<file path="config.mk">
export PLATFORM = sky130hd
export DESIGN_NAME = identical_k_of_n_reliability
export DESIGN_NICKNAME = d
export VERILOG_FILES = /design/src/sv/ikn_pkg.sv /design/src/sv/ikn_ram.sv /design/src/sv/ikn_sequencer.sv /design/src/sv/ikn_datapath.sv /design/src/sv/identical_k_of_n_reliability.sv
export VERILOG_INCLUDE_DIRS = /design/src /design/src/sv
export SDC_FILE = /design/constraint.sdc
export NUM_CORES = 2
export LEC_CHECK = 0
export CAP_MARGIN = 15
export CORE_MARGIN = 5
export CORE_UTILIZATION = 35
export CTS_CLUSTER_DIAMETER = 30
export DETAILED_ROUTE_END_ITERATION = 8
export DONT_BUFFER_PORTS = 1
export PLACE_DENSITY = 0.58
export SYNTH_ARGS = -nofsm -noshare
export SYNTH_HDL_FRONTEND = slang
export SYNTH_SLANG_ARGS = --single-unit
</file>
<file path="constraint.sdc">
create_clock -name clk -period 13.4 [get_ports clk]
set_input_delay 2.68 -clock clk [delete_from_list [all_inputs] [get_ports clk]]
set_output_delay 2.68 -clock clk [all_outputs]
set_load 0.05 [all_outputs]
</file>
<file path="src/sv/identical_k_of_n_reliability_macros.svh">
// Assertion macros shared by the sequencer and the datapath.
`ifndef IDENTICAL_K_OF_N_RELIABILITY_MACROS_SVH
`define IDENTICAL_K_OF_N_RELIABILITY_MACROS_SVH

// Same-cycle implication, disabled while reset is asserted.
`define IKN_ASSERT_IMPL(label, clk, rst_n, ante, cons) \
	label: assert property (@(posedge clk) disable iff (!rst_n) (ante) |-> (cons)) \
		else $error("ikn assertion failed");

// Next-cycle implication, disabled while reset is asserted.
`define IKN_ASSERT_NEXT(label, clk, rst_n, ante, cons) \
	label: assert property (@(posedge clk) disable iff (!rst_n) (ante) |=> (cons)) \
		else $error("ikn assertion failed");

`endif

</file>
<file path="src/sv/ikn_pkg.sv">
`timescale 1ns / 1ps

package ikn_pkg;

	localparam int CNT_W  = 6;
	localparam int ADDR_W = 4;
	localparam int DATA_W = 32;
	localparam int PC_W   = 4;

	// Register indexes on the configuration port.
	localparam logic [1:0] REG_COUNT     = 2'd0;
	localparam logic [1:0] REG_THRESHOLD = 2'd1;
	localparam logic [1:0] REG_FAILURE   = 2'd2;

	typedef struct packed {
		logic [CNT_W-1:0] count;
		logic [CNT_W-1:0] threshold;
		logic             failure_mode;
	} cfg_t;

	// Datapath micro-operations.
	typedef enum logic [3:0] {
		DP_NOP,
		DP_TERM_INIT,
		DP_LOAD_FACTOR,
		DP_MUL,
		DP_ROUND,
		DP_LOAD_COEF,
		DP_ACCUM,
		DP_OUTPUT,
		DP_BUILD_INIT,
		DP_ROW_INIT,
		DP_BUILD_READ,
		DP_BUILD_WRITE,
		DP_ROW_NEXT
	} dp_op_t;

	// Jump conditions.
	typedef enum logic [2:0] {
		C_NEVER,
		C_ALWAYS,
		C_W_GT_N,
		C_J_EQ_N,
		C_CHUNK_NZ,
		C_J_NE_1
	} cond_t;

	typedef struct packed {
		dp_op_t          op;
		cond_t           cond;
		logic [PC_W-1:0] target;
		logic            last;
		logic            wait_out;
	} ucode_t;

	typedef struct packed {
		logic   step_en;
		logic   start_eval;
		dp_op_t op;
	} dp_ctrl_t;

	typedef struct packed {
		logic w_gt_n;
		logic j_eq_n;
		logic chunk_nz;
		logic j_ne_1;
	} dp_status_t;

	// Program entry points and jump targets.
	localparam logic [PC_W-1:0] PC_EV_TERM  = 4'd0;
	localparam logic [PC_W-1:0] PC_EV_FACT  = 4'd1;
	localparam logic [PC_W-1:0] PC_EV_MUL   = 4'd2;
	localparam logic [PC_W-1:0] PC_EV_RND   = 4'd3;
	localparam logic [PC_W-1:0] PC_EV_COEF  = 4'd4;
	localparam logic [PC_W-1:0] PC_EV_CMUL  = 4'd5;
	localparam logic [PC_W-1:0] PC_EV_ACC   = 4'd6;
	localparam logic [PC_W-1:0] PC_EV_FIN   = 4'd7;
	localparam logic [PC_W-1:0] PC_BD_INIT  = 4'd8;
	localparam logic [PC_W-1:0] PC_BD_ROW   = 4'd9;
	localparam logic [PC_W-1:0] PC_BD_READ  = 4'd10;
	localparam logic [PC_W-1:0] PC_BD_WRITE = 4'd11;
	localparam logic [PC_W-1:0] PC_BD_NEXT  = 4'd12;
	localparam logic [PC_W-1:0] PC_BD_END   = 4'd13;

	// Control store. The evaluation program walks every term of the sum,
	// the build program fills one Pascal row into the coefficient memory.
	function automatic ucode_t ucode(input logic [PC_W-1:0] pc);
		ucode_t cw;
		cw = '{op: DP_NOP, cond: C_NEVER, target: PC_EV_TERM, last: 1'b1, wait_out: 1'b0};
		case (pc)
			PC_EV_TERM:  cw = '{op: DP_TERM_INIT,   cond: C_W_GT_N,   target: PC_EV_FIN,
				last: 1'b0, wait_out: 1'b0};
			PC_EV_FACT:  cw = '{op: DP_LOAD_FACTOR, cond: C_J_EQ_N,   target: PC_EV_COEF,
				last: 1'b0, wait_out: 1'b0};
			PC_EV_MUL:   cw = '{op: DP_MUL,         cond: C_CHUNK_NZ, target: PC_EV_MUL,
				last: 1'b0, wait_out: 1'b0};
			PC_EV_RND:   cw = '{op: DP_ROUND,       cond: C_ALWAYS,   target: PC_EV_FACT,
				last: 1'b0, wait_out: 1'b0};
			PC_EV_COEF:  cw = '{op: DP_LOAD_COEF,   cond: C_NEVER,    target: PC_EV_TERM,
				last: 1'b0, wait_out: 1'b0};
			PC_EV_CMUL:  cw = '{op: DP_MUL,         cond: C_CHUNK_NZ, target: PC_EV_CMUL,
				last: 1'b0, wait_out: 1'b0};
			PC_EV_ACC:   cw = '{op: DP_ACCUM,       cond: C_ALWAYS,   target: PC_EV_TERM,
				last: 1'b0, wait_out: 1'b0};
			PC_EV_FIN:   cw = '{op: DP_OUTPUT,      cond: C_NEVER,    target: PC_EV_TERM,
				last: 1'b1, wait_out: 1'b1};
			PC_BD_INIT:  cw = '{op: DP_BUILD_INIT,  cond: C_NEVER,    target: PC_EV_TERM,
				last: 1'b0, wait_out: 1'b0};
			PC_BD_ROW:   cw = '{op: DP_ROW_INIT,    cond: C_W_GT_N,   target: PC_BD_END,
				last: 1'b0, wait_out: 1'b0};
			PC_BD_READ:  cw = '{op: DP_BUILD_READ,  cond: C_NEVER,    target: PC_EV_TERM,
				last: 1'b0, wait_out: 1'b0};
			PC_BD_WRITE: cw = '{op: DP_BUILD_WRITE, cond: C_J_NE_1,   target: PC_BD_READ,
				last: 1'b0, wait_out: 1'b0};
			PC_BD_NEXT:  cw = '{op: DP_ROW_NEXT,    cond: C_ALWAYS,   target: PC_BD_ROW,
				last: 1'b0, wait_out: 1'b0};
			PC_BD_END:   cw = '{op: DP_NOP,         cond: C_NEVER,    target: PC_EV_TERM,
				last: 1'b1, wait_out: 1'b0};
			default:     cw = '{op: DP_NOP,         cond: C_NEVER,    target: PC_EV_TERM,
				last: 1'b1, wait_out: 1'b0};
		endcase
		return cw;
	endfunction

endpackage

</file>
<file path="src/sv/ikn_ram.sv">
`timescale 1ns / 1ps

module ikn_ram #(
	parameter int WIDTH = 32,
	parameter int DEPTH = 33
) (
	input  logic                     clk,
	input  logic                     wen,
	input  logic [$clog2(DEPTH)-1:0] waddr,
	input  logic [WIDTH-1:0]         wdata,
	input  logic                     ren,
	input  logic [$clog2(DEPTH)-1:0] raddr,
	output logic [WIDTH-1:0]         rdata
);

	logic [WIDTH-1:0] mem_q [DEPTH];
	logic [WIDTH-1:0] rdata_q;

	always_ff @(posedge clk) begin
		if (wen) begin
			mem_q[waddr] <= wdata;
		end
		if (ren) begin
			rdata_q <= mem_q[raddr];
		end
	end

	assign rdata = rdata_q;

endmodule

</file>
<file path="src/sv/ikn_sequencer.sv">
`timescale 1ns / 1ps
`include "identical_k_of_n_reliability_macros.svh"

module ikn_sequencer (
	input  logic                clk,
	input  logic                arst_n,
	input  logic                accept,
	input  logic                count_wr,
	input  logic                out_blocked,
	input  ikn_pkg::dp_status_t status,
	output ikn_pkg::dp_ctrl_t   ctrl,
	output logic                busy
);

	logic [ikn_pkg::PC_W-1:0] pc_q;
	logic                     running_q;
	logic                     pend_q;
	ikn_pkg::ucode_t          cw;
	logic                     cond_hit;
	logic                     step_en;

	always_comb begin
		cw = ikn_pkg::ucode(pc_q);
		case (cw.cond)
			ikn_pkg::C_NEVER:    cond_hit = 1'b0;
			ikn_pkg::C_ALWAYS:   cond_hit = 1'b1;
			ikn_pkg::C_W_GT_N:   cond_hit = status.w_gt_n;
			ikn_pkg::C_J_EQ_N:   cond_hit = status.j_eq_n;
			ikn_pkg::C_CHUNK_NZ: cond_hit = status.chunk_nz;
			ikn_pkg::C_J_NE_1:   cond_hit = status.j_ne_1;
			default:             cond_hit = 1'b0;
		endcase
	end

	// The output step holds while the previous result still waits.
	assign step_en = running_q && !(cw.wait_out && out_blocked);

	assign ctrl.step_en    = step_en;
	assign ctrl.start_eval = accept;
	assign ctrl.op         = cw.op;
	assign busy            = running_q || pend_q;

	always_ff @(posedge clk or negedge arst_n) begin
		if (!arst_n) begin
			pc_q      <= ikn_pkg::PC_EV_TERM;
			running_q <= 1'b0;
			pend_q    <= 1'b1;
		end else begin
			if (!running_q) begin
				if (pend_q) begin
					running_q <= 1'b1;
					pc_q      <= ikn_pkg::PC_BD_INIT;
					pend_q    <= 1'b0;
				end else if (accept) begin
					running_q <= 1'b1;
					pc_q      <= ikn_pkg::PC_EV_TERM;
				end
			end else if (step_en) begin
				if (cond_hit) begin
					pc_q <= cw.target;
				end else if (cw.last) begin
					running_q <= 1'b0;
				end else begin
					pc_q <= pc_q + ikn_pkg::PC_W'(1);
				end
			end
			if (count_wr) begin
				pend_q <= 1'b1;
			end
		end
	end

	`IKN_ASSERT_NEXT(a_eval_entry, clk, arst_n, accept, running_q && pc_q == ikn_pkg::PC_EV_TERM)
	`IKN_ASSERT_NEXT(a_build_entry, clk, arst_n, !running_q && pend_q,
		running_q && pc_q == ikn_pkg::PC_BD_INIT)

endmodule

</file>
<file path="src/sv/ikn_datapath.sv">
`timescale 1ns / 1ps
`include "identical_k_of_n_reliability_macros.svh"

module ikn_datapath #(
	parameter int MAX_COMPONENTS = 32,
	parameter int FRAC_BITS      = 31
) (
	input  logic                clk,
	input  logic                arst_n,
	input  ikn_pkg::dp_ctrl_t   ctrl,
	input  ikn_pkg::cfg_t       cfg,
	input  logic [31:0]         component_reliability,
	input  logic                result_stall,
	output ikn_pkg::dp_status_t status,
	output logic                out_blocked,
	output logic                result_valid,
	output logic [31:0]         system_reliability
);

	localparam int W   = FRAC_BITS + 1;
	localparam int H   = (W + 1) / 2;
	localparam int CW  = MAX_COMPONENTS;
	localparam int MW  = (CW > W) ? CW : W;
	localparam int NC  = (MW + H - 1) / H;
	localparam int BW  = NC * H;
	localparam int PW  = W + BW;
	localparam int CHW = (NC > 1) ? $clog2(NC) : 1;
	localparam int AW  = $clog2(MAX_COMPONENTS + 1);
	localparam int NWR = $clog2(MAX_COMPONENTS + 2);
	localparam int NW  = (NWR > ikn_pkg::CNT_W) ? NWR : ikn_pkg::CNT_W;
	localparam int XW  = (W > 32) ? W : 32;

	localparam logic [W-1:0] ONE  = {1'b1, {FRAC_BITS{1'b0}}};
	localparam logic [W-1:0] HALF = ONE >> 1;

	logic [W-1:0]   f1_q, f2_q, p_q, acc_q;
	logic [NW-1:0]  w_q, j_q;
	logic [BW-1:0]  b_q;
	logic [PW-1:0]  prod_q;
	logic [CHW-1:0] chunk_q;
	logic [CW-1:0]  carry_q;
	logic [31:0]    out_q;
	logic           out_valid_q;

	logic [NW-1:0]  count_x, n_eff, jm1;
	logic [XW-1:0]  r_x, res_x;
	logic [W-1:0]   r_sat, u_val, term, res;
	logic [W+H-1:0] mul_full;
	logic [PW-1:0]  prod_next, rnd_sum;
	logic [W:0]     acc_sum;
	logic           run;

	logic           ram_wen, ram_ren;
	logic [AW-1:0]  ram_waddr, ram_raddr;
	logic [CW-1:0]  ram_wdata, ram_rdata;

	assign count_x = NW'(cfg.count);
	assign n_eff   = (count_x > NW'(MAX_COMPONENTS)) ? NW'(MAX_COMPONENTS) : count_x;
	assign jm1     = j_q - NW'(1);

	assign r_x   = XW'(component_reliability);
	assign r_sat = (r_x > XW'(ONE)) ? ONE : W'(r_x);
	assign u_val = ONE - r_sat;

	// Partial product of the multiplicand with the top chunk of the operand.
	assign mul_full  = (W+H)'(p_q) * (W+H)'(b_q[BW-1 -: H]);
	assign prod_next = {prod_q[PW-H-1:0], {H{1'b0}}} + PW'(mul_full);
	assign rnd_sum   = prod_q + PW'(HALF);
	assign term      = (prod_q > PW'(ONE)) ? ONE : W'(prod_q);
	assign acc_sum   = (W+1)'(acc_q) + (W+1)'(term);
	assign res       = cfg.failure_mode ? (ONE - acc_q) : acc_q;
	assign res_x     = XW'(res);

	assign status.w_gt_n   = w_q > n_eff;
	assign status.j_eq_n   = j_q == n_eff;
	assign status.chunk_nz = chunk_q != '0;
	assign status.j_ne_1   = j_q != NW'(1);

	assign run = ctrl.step_en;

	always_comb begin
		ram_wen   = 1'b0;
		ram_waddr = '0;
		ram_wdata = '0;
		ram_ren   = 1'b0;
		ram_raddr = '0;
		if (run) begin
			case (ctrl.op)
				ikn_pkg::DP_TERM_INIT: begin
					ram_ren   = !status.w_gt_n;
					ram_raddr = w_q[AW-1:0];
				end
				ikn_pkg::DP_BUILD_INIT: begin
					ram_wen   = 1'b1;
					ram_wdata = CW'(1);
				end
				ikn_pkg::DP_BUILD_READ: begin
					ram_ren   = 1'b1;
					ram_raddr = jm1[AW-1:0];
				end
				ikn_pkg::DP_BUILD_WRITE: begin
					ram_wen   = 1'b1;
					ram_waddr = j_q[AW-1:0];
					ram_wdata = carry_q + ram_rdata;
				end
				default: begin
				end
			endcase
		end
	end

	ikn_ram #(
		.WIDTH(CW),
		.DEPTH(MAX_COMPONENTS + 1)
	) u_coef_ram (
		.clk  (clk),
		.wen  (ram_wen),
		.waddr(ram_waddr),
		.wdata(ram_wdata),
		.ren  (ram_ren),
		.raddr(ram_raddr),
		.rdata(ram_rdata)
	);

	always_ff @(posedge clk) begin
		if (ctrl.start_eval) begin
			f1_q  <= cfg.failure_mode ? u_val : r_sat;
			f2_q  <= cfg.failure_mode ? r_sat : u_val;
			acc_q <= '0;
			w_q   <= NW'(cfg.threshold);
		end else if (run) begin
			case (ctrl.op)
				ikn_pkg::DP_TERM_INIT: begin
					p_q <= ONE;
					j_q <= '0;
				end
				ikn_pkg::DP_LOAD_FACTOR: begin
					b_q     <= BW'((j_q < w_q) ? f1_q : f2_q);
					prod_q  <= '0;
					chunk_q <= CHW'(NC - 1);
				end
				ikn_pkg::DP_MUL: begin
					prod_q  <= prod_next;
					b_q     <= b_q << H;
					chunk_q <= chunk_q - CHW'(1);
				end
				ikn_pkg::DP_ROUND: begin
					p_q <= rnd_sum[FRAC_BITS +: W];
					j_q <= j_q + NW'(1);
				end
				ikn_pkg::DP_LOAD_COEF: begin
					b_q     <= BW'(ram_rdata);
					prod_q  <= '0;
					chunk_q <= CHW'(NC - 1);
				end
				ikn_pkg::DP_ACCUM: begin
					acc_q <= (acc_sum > (W+1)'(ONE)) ? ONE : acc_sum[W-1:0];
					w_q   <= w_q + NW'(1);
				end
				ikn_pkg::DP_OUTPUT: begin
					out_q <= res_x[31:0];
				end
				ikn_pkg::DP_BUILD_INIT: begin
					w_q <= NW'(1);
				end
				ikn_pkg::DP_ROW_INIT: begin
					j_q     <= w_q;
					carry_q <= '0;
				end
				ikn_pkg::DP_BUILD_WRITE: begin
					carry_q <= ram_rdata;
					j_q     <= jm1;
				end
				ikn_pkg::DP_ROW_NEXT: begin
					w_q <= w_q + NW'(1);
				end
				default: begin
				end
			endcase
		end
	end

	always_ff @(posedge clk or negedge arst_n) begin
		if (!arst_n) begin
			out_valid_q <= 1'b0;
		end else begin
			if (run && ctrl.op == ikn_pkg::DP_OUTPUT) begin
				out_valid_q <= 1'b1;
			end else if (out_valid_q && !result_stall) begin
				out_valid_q <= 1'b0;
			end
		end
	end

	assign out_blocked        = out_valid_q && result_stall;
	assign result_valid       = out_valid_q;
	assign system_reliability = out_q;

	`IKN_ASSERT_IMPL(a_no_overwrite, clk, arst_n, run && ctrl.op == ikn_pkg::DP_OUTPUT,
		!(out_valid_q && result_stall))
	`IKN_ASSERT_NEXT(a_acc_bound, clk, arst_n, run && ctrl.op == ikn_pkg::DP_ACCUM, acc_q <= ONE)
	`IKN_ASSERT_NEXT(a_pow_bound, clk, arst_n, run && ctrl.op == ikn_pkg::DP_ROUND, p_q <= ONE)

endmodule

</file>
<file path="src/sv/identical_k_of_n_reliability.sv">
`timescale 1ns / 1ps
// K-of-N reliability of a system of identical components.
// Sample channel: component_reliability (Q1.31, values above 1.0 read as 1.0)
// moves on a transfer when sample_valid is high and sample_stall is low.
// Result channel: system_reliability (Q1.31, clamped to [0,1]) moves on a
// transfer when result_valid is high and result_stall is low; one result per sample.
// The APB port sets n (offset 0), k (offset 4) and failure mode (offset 8).
// A microcoded sequencer drives one shared multiplier, a chunk of the operand
// per cycle; the operand is split into NC chunks, 2 at the default widths.
// Most of the work for a sample is in the repeated power products.
// Samples are handled one at a time; sample_stall is high while one is at work.
// After reset, and after each write of n, the sequencer rebuilds the Pascal row
// in the coefficient memory, and no sample is taken during the rebuild.
// Configuration writes are taken at any time.
// A finished result sits in the output register; while result_stall holds
// it, the next sample may be taken and runs until its own result is ready.

module identical_k_of_n_reliability #(
	parameter int MAX_COMPONENTS = 32,
	parameter int FRAC_BITS      = 31
) (
	input  logic                         clk,
	input  logic                         arst_n,
	input  logic                         sample_valid,
	output logic                         sample_stall,
	input  logic [31:0]                  component_reliability,
	output logic                         result_valid,
	input  logic                         result_stall,
	output logic [31:0]                  system_reliability,
	input  logic                         psel,
	input  logic                         penable,
	input  logic                         pwrite,
	input  logic [ikn_pkg::ADDR_W-1:0]   paddr,
	input  logic [ikn_pkg::DATA_W-1:0]   pwdata,
	output logic [ikn_pkg::DATA_W-1:0]   prdata,
	output logic                         pready
);

	ikn_pkg::cfg_t       cfg_q;
	ikn_pkg::dp_ctrl_t   ctrl;
	ikn_pkg::dp_status_t status;
	logic                cfg_wr;
	logic                count_wr;
	logic                accept;
	logic                busy;
	logic                out_blocked;
	logic [1:0]          reg_idx;

	assign pready   = 1'b1;
	assign reg_idx  = paddr[3:2];
	assign cfg_wr   = psel && penable && pwrite;
	assign count_wr = cfg_wr && reg_idx == ikn_pkg::REG_COUNT;

	// Configuration registers; a write to an unknown offset is dropped.
	always_ff @(posedge clk or negedge arst_n) begin
		if (!arst_n) begin
			cfg_q.count        <= ikn_pkg::CNT_W'(2);
			cfg_q.threshold    <= ikn_pkg::CNT_W'(1);
			cfg_q.failure_mode <= 1'b0;
		end else if (cfg_wr) begin
			case (reg_idx)
				ikn_pkg::REG_COUNT:     cfg_q.count        <= pwdata[ikn_pkg::CNT_W-1:0];
				ikn_pkg::REG_THRESHOLD: cfg_q.threshold    <= pwdata[ikn_pkg::CNT_W-1:0];
				ikn_pkg::REG_FAILURE:   cfg_q.failure_mode <= pwdata[0];
				default: begin
				end
			endcase
		end
	end

	always_comb begin
		case (reg_idx)
			ikn_pkg::REG_COUNT:     prdata = ikn_pkg::DATA_W'(cfg_q.count);
			ikn_pkg::REG_THRESHOLD: prdata = ikn_pkg::DATA_W'(cfg_q.threshold);
			ikn_pkg::REG_FAILURE:   prdata = ikn_pkg::DATA_W'(cfg_q.failure_mode);
			default:                prdata = '0;
		endcase
	end

	// A sample is taken only while the sequencer is idle and no rebuild waits.
	assign sample_stall = busy;
	assign accept       = sample_valid && !busy;

	ikn_sequencer u_seq (
		.clk        (clk),
		.arst_n     (arst_n),
		.accept     (accept),
		.count_wr   (count_wr),
		.out_blocked(out_blocked),
		.status     (status),
		.ctrl       (ctrl),
		.busy       (busy)
	);

	ikn_datapath #(
		.MAX_COMPONENTS(MAX_COMPONENTS),
		.FRAC_BITS     (FRAC_BITS)
	) u_dp (
		.clk                  (clk),
		.arst_n               (arst_n),
		.ctrl                 (ctrl),
		.cfg                  (cfg_q),
		.component_reliability(component_reliability),
		.result_stall         (result_stall),
		.status               (status),
		.out_blocked          (out_blocked),
		.result_valid         (result_valid),
		.system_reliability   (system_reliability)
	);

endmodule
</file>
; Word-level counts from Yosys, hierarchy flattened
; Memory sizes are Yosys's and may differ from the RTL's. A register that Yosys moved wholly into a read port is not among the register bits.
; Index checks and enable logic that the tools add are counted.
[word_totals]
mem_bits_ro = 208
mem_count = 2
elab_cells = 149
mem_bits_rw = 1056
latch_bits = 0
out_inout_bits = 67
regBits = 321
[classes]
n_reduce_logical = 39
magnitude_cmp = 6
mul = 1
eq_ne = 24
bitwise = 1
div_mod_pow = 0
mux = 47
shift = 0
addsub = 11
[memory_table]
columns = memory, words, width, read_ports, rd_ports_with_merged_regs, wr, line
row1 = u_dp.u_coef_ram.mem_q, 33, 32, 1, 1, 1, ikn_ram.sv:16  ; logic [WIDTH-1:0] mem_q [DEPTH];
row2 = (name not given), 16, 13, 1, 0, 0, ikn_pkg.sv:90  ; case (pc)
[op_table]
columns = operator, count
row1 = $mux W32, 8
row2 = $pmux W32 S2, 3
row3 = $pmux W64 S2, 1
row4 = $pmux W32 S3, 1
row5 = $add A64 B48 Y64, 1
row6 = $gt A64 B32 Y1 const B, 1
row7 = $sub A32 B32 Y32 const A, 2
row8 = $add A63 B31 Y63 const B, 1
row9 = $mul A32 B16 Y48, 1
row10 = $mux W6, 6
row11 = $add A32 B32 Y33, 1
row12 = $gt A33 B32 Y1 const B, 1
row13 = $add A32 B32 Y32, 1
row14 = $gt A32 B32 Y1 const B, 1
row15 = $mux W4, 6
row16 = $pmux W6 S2, 2
row17 = $pmux W6 S4, 1
row18 = $reduce_and A3 Y1, 7
row19 = $eq A4 B4 Y1 const B, 5
row20 = $pmux W6 S3, 1
row21 = $eq A4 B3 Y1 const B, 4
row22 = $mux W1, 15
row23 = $add A6 B1 Y6 const B, 2
row24 = $reduce_and A2 Y1, 5
row25 = 29 further kinds, 52

; Longest topological paths before layout
[depth]
ltp_word = 7
depth_mapped = 27

; Cells and area by module
; Synthesis repeated with hierarchy kept, for this count alone.
[hier_totals]
cells_unflattened = 6412
hier_area_um2 = 80053.0
[by_module_without_submodules]
columns = mod, area_each_um2, cells_each, instances
row1 = ikn_ram, 42096.6, 2207, 1
row2 = ikn_datapath, 36152.2, 4018, 1
row3 = ikn_sequencer, 935.9, 111, 1
row4 = identical_k_of_n_reliability, 868.3, 76, 1

; Worst setup path after synthesis
; No wires, ideal clock.
[synth_timing]
kind = input to register
start = in result_stall
end = reg u_dp.chunk_q, enable pin
cell_stages = 8
slack_ns = 6.466
n_path_buf = 4
arrival_ns = 6.446
path_cell_list = nand2_1 > or2_2 > nand2_1 > buf_2 > buf_2 > clkbuf_1 > clkbuf_1 > nor2_1
[synth_between]
elab_chain_cells = 5
[synth_lines]
columns = element, line
row1 = start: declaration, identical_k_of_n_reliability.sv:28  ; input logic result_stall,
row2 = $logic_and A1 B1 Y1, ikn_datapath.sv:195  ; assign out_blocked = out_valid_q && result_stall;
row3 = $logic_and A1 B1 Y1, ikn_sequencer.sv:36  ; assign step_en = running_q && !(cw.wait_out && out_blocked);
row4 = $logic_not A1 Y1, ikn_sequencer.sv:36
row5 = $logic_and A1 B1 Y1, ikn_sequencer.sv:36
row6 = $reduce_and A3 Y1 (no line), --
row7 = end signal: assignment, ikn_datapath.sv:140  ; chunk_q <= CHW'(NC - 1);
row8 = end signal: assignment, ikn_datapath.sv:145  ; chunk_q <= chunk_q - CHW'(1);
row9 = end signal: assignment, ikn_datapath.sv:154  ; chunk_q <= CHW'(NC - 1);
row10 = end: declaration, ikn_datapath.sv:40  ; logic [CHW-1:0] chunk_q;
; Every way passes these cells.
; A chain may end at the register's enable or synchronous reset.

; Worst setup path in the final report
[layout_timing]
start = reg u_dp.b_q[22]
end = reg u_dp.prod_q[57] (data pin)
[layout_between]
elab_chain_cells = 3
[layout_lines]
columns = element, line
row1 = start: declaration, ikn_datapath.sv:38  ; logic [BW-1:0] b_q;
row2 = start signal: assignment, ikn_datapath.sv:138  ; b_q <= BW'((j_q < w_q) ? f1_q : f2_q);
row3 = start signal: assignment, ikn_datapath.sv:144  ; b_q <= b_q << H;
row4 = start signal: assignment, ikn_datapath.sv:152  ; b_q <= BW'(ram_rdata);
row5 = $mul A32 B16 Y48, ikn_datapath.sv:66  ; assign mul_full = (W+H)'(p_q) * (W+H)'(b_q[BW-1 -: H]);
row6 = $add A64 B48 Y64, ikn_datapath.sv:67  ; assign prod_next = {prod_q[PW-H-1:0], {H{1'b0}}} + PW'(mul_full);
row7 = $pmux W64 S2, ikn_datapath.sv:132  ; case (ctrl.op)
row8 = end signal: assignment, ikn_datapath.sv:143  ; prod_q <= prod_next;
row9 = end: declaration, ikn_datapath.sv:39  ; logic [PW-1:0] prod_q;
; Every way passes these cells.

==> out/metrics.csv <==
metric,value,unit
status,finished clean,
crit_family,adder cells,
numClockSinks,1408,
largest_register_ffs,1056,
post_cts_buffers,0,
dr.pass1.iters,8,
clkSlewWorstSetupHoldPaths,50,ps
ctsLongestPathBuffers,4,
largest_register,u_dp.u_coef_ram.mem_q,
portBuffers,0,
drive_gt1_share,10.1,%
path_cells,buf_4 > and2_1 > fa_1 > inv_1 > fa_1 > fa_1 > inv_1 > fa_1 > fa_1 > inv_1 > fa_1 > inv_1 > ha_1 > nand4_1 > nor3_1 > nand4_1 > o41ai_1 > a21oi_1 > nor3_1 > o211ai_1 > and2_1 > or4_1 > a21oi_1,
report.final.hold_viol_count,0,
setup_violations,0,
cap_viol_max_count,0,
die_area,237000,um^2
fmax,121,MHz
slew_viol_final,0,
ys.flop_type,edfxtp_1,
relSlewSlack,21.7,%
final_area,93100,um^2
antenna_left,0,
cts_resized,0,
min_from,u_dp.u_coef_ram.mem_q[32][18],
via_per_inst,5.41,
grt_first_pass_wirelength,344,mm
grt_max_degree,135,
crit_slowest_cell,edfxtp_1,
synth_area_per_cell,11.3,um^2
die_h,487,um
root_buffer,clkbuf_16,
syn-instance-count,7026,
regToRegStartpoint,u_dp.b_q[22],
placed_cell_area,83100,um^2
drt_wl_total,230,mm
whs,464,ps
place_congestion,0.911,
reg_top3,"u_dp.u_coef_ram.mem_q (1056), u_dp.prod_q (64)",
cp_slowest_stage_delay,630,ps
cp_data_arrival_time,8900,ps
crit_start,u_dp.b_q[22],
core,227000,um^2
cp_max_fo,26,
critPathBufInv,5,
synth_cell_types,90,
wl_per_cell,22.4,um
start_kind,flip-flop,
numCtsBuffers,296,
synth.yosys.warnings,0,
nets,7811,
period_share,61.5,%
required,14060,ps
drt_iter0_markers,5000,
syn_area,79500,um^2
final_common_cell,edfxtp_1,
fp.dieW,487,um
synth_edf_count,1356,
path_class,reg2reg,
num_vias,55600,
ys_async_sr_fraction,1.42,%
grt_pass1_vias,55500,
start_util,35.1,%
syn_to_final_growth,17.2,%
hold_buffers,0,
ys_seq_elements,1408,
io_pins,142,
htreeDepth,5,
num_rows,175,
grt.total_usage,19.0,%
dp_hpwl,140,mm
finClkSkew,110,ps
hp-class,reg2reg,
grt-ovfl-total,0,
yosysSeqAreaShare,52.7,%
fin_setup_tns,0,ps
cts_tree,built,
period_minus_slack,8240,ps
insertion_delay,910,ps
antenna_found_initial,4,
crit_top_cell,fa_1,
worst_slew_pin_slew,1170,ps
layout_common_cells,"edfxtp_1, nand2_1, inv_1, fa_1, nor2_1",
instances_no_fill,10300,
drcViolationCount,0,
endpoint_kind,flip-flop,
rsz0062_at_grt,false,
placed_cells_incl_taps,9759,
cells by family after synthesis:
| group | after synthesis | share of synthesized area [%] |
|---|---|---|
| AOI/OAI and AO/OA | 1119 | 8.85 |
| xor gates and xnor gates | 178 | 1.96 |
| adders and majority gates | 676 | 14.9 |
| buffers and inverters | 1052 | 5.20 |
| DFF | 1408 | 52.7 |
| muxes | 157 | 2.02 |
| other | 2 | 0.00945 |
| and+or+nand+nor | 2434 | 14.4 |
synthesized netlist by cell type (all sizes together) (89+ instances only):
cell type  count  area [um^2]
buf          115          613
o21ai        349         1760
and3          89          557
and2         234         1460
fa           452         9050
edfxtp      1356        40700
nand2        905         3400
or3           97          607
clkbuf       325         1220
mux2i        141         1410
nor2         466         1760
a21oi        282         1420
inv          611         2290
ha           224         2800
nor3         330         1650
xnor2        106          928
final timing paths:
| kind | end | slack, ps | cells past startpoint |
|---|---|---|---|
| max in group asynchronous | u_seq.pend_q | 11710 | 0 |
| setup / recovery | u_dp.prod_q[57] | 5160 | 23 |
| setup reg to reg | u_dp.prod_q[57] | 5160 | 23 |
| hold reg to reg | u_dp.u_coef_ram.rdata[18] | 460 | 2 |
| hold / removal | u_dp.u_coef_ram.rdata[18] | 460 | 2 |
| min in group asynchronous | cfg_q[10] | 1500 | 0 |
final cells by class:
| class | instances | area, um^2 |
|---|---|---|
| sequential | 1408 | 41900 |
| antenna | 2 | 5.00 |
| fill | 21200 | 134000 |
| clock inverter | 184 | 2150 |
| tap | 3009 | 3760 |
| timing repair buffer | 151 | 1280 |
| multi-input combinational | 4591 | 34100 |
| inverter | 612 | 2300 |
| clock buffer | 330 | 7620 |
worst min-delay path: cells and delay by family (launching register included):
family           cells  cell delay, ps
AO/OA/AOI/OAI        1              60
AND/OR/NAND/NOR      1              40
flip-flops           1             320
metal layers:
layer	track usage, %	share of wire, %	vias up
li1	-	-	24800
met1	24.6	41	28100
met2	31.8	48	2206
met3	3.39	7.2	485
met4	7.07	3.7	0
met5	0	0	-
through the flow:
step / setup WS (ps) / util (%)
6_report: 5160 / 41.1
5_1_grt: 5050 / 41.1
4_1_cts: 5310 / 41.0
3_5_place_dp: 5350 / 36.7
3_3_place_gp: 5360 / 36.7
2_1_floorplan: 6470 / -
Power is not shown: default switching activity piles up to over one toggle a cycle in this logic, so the estimate is an artifact.
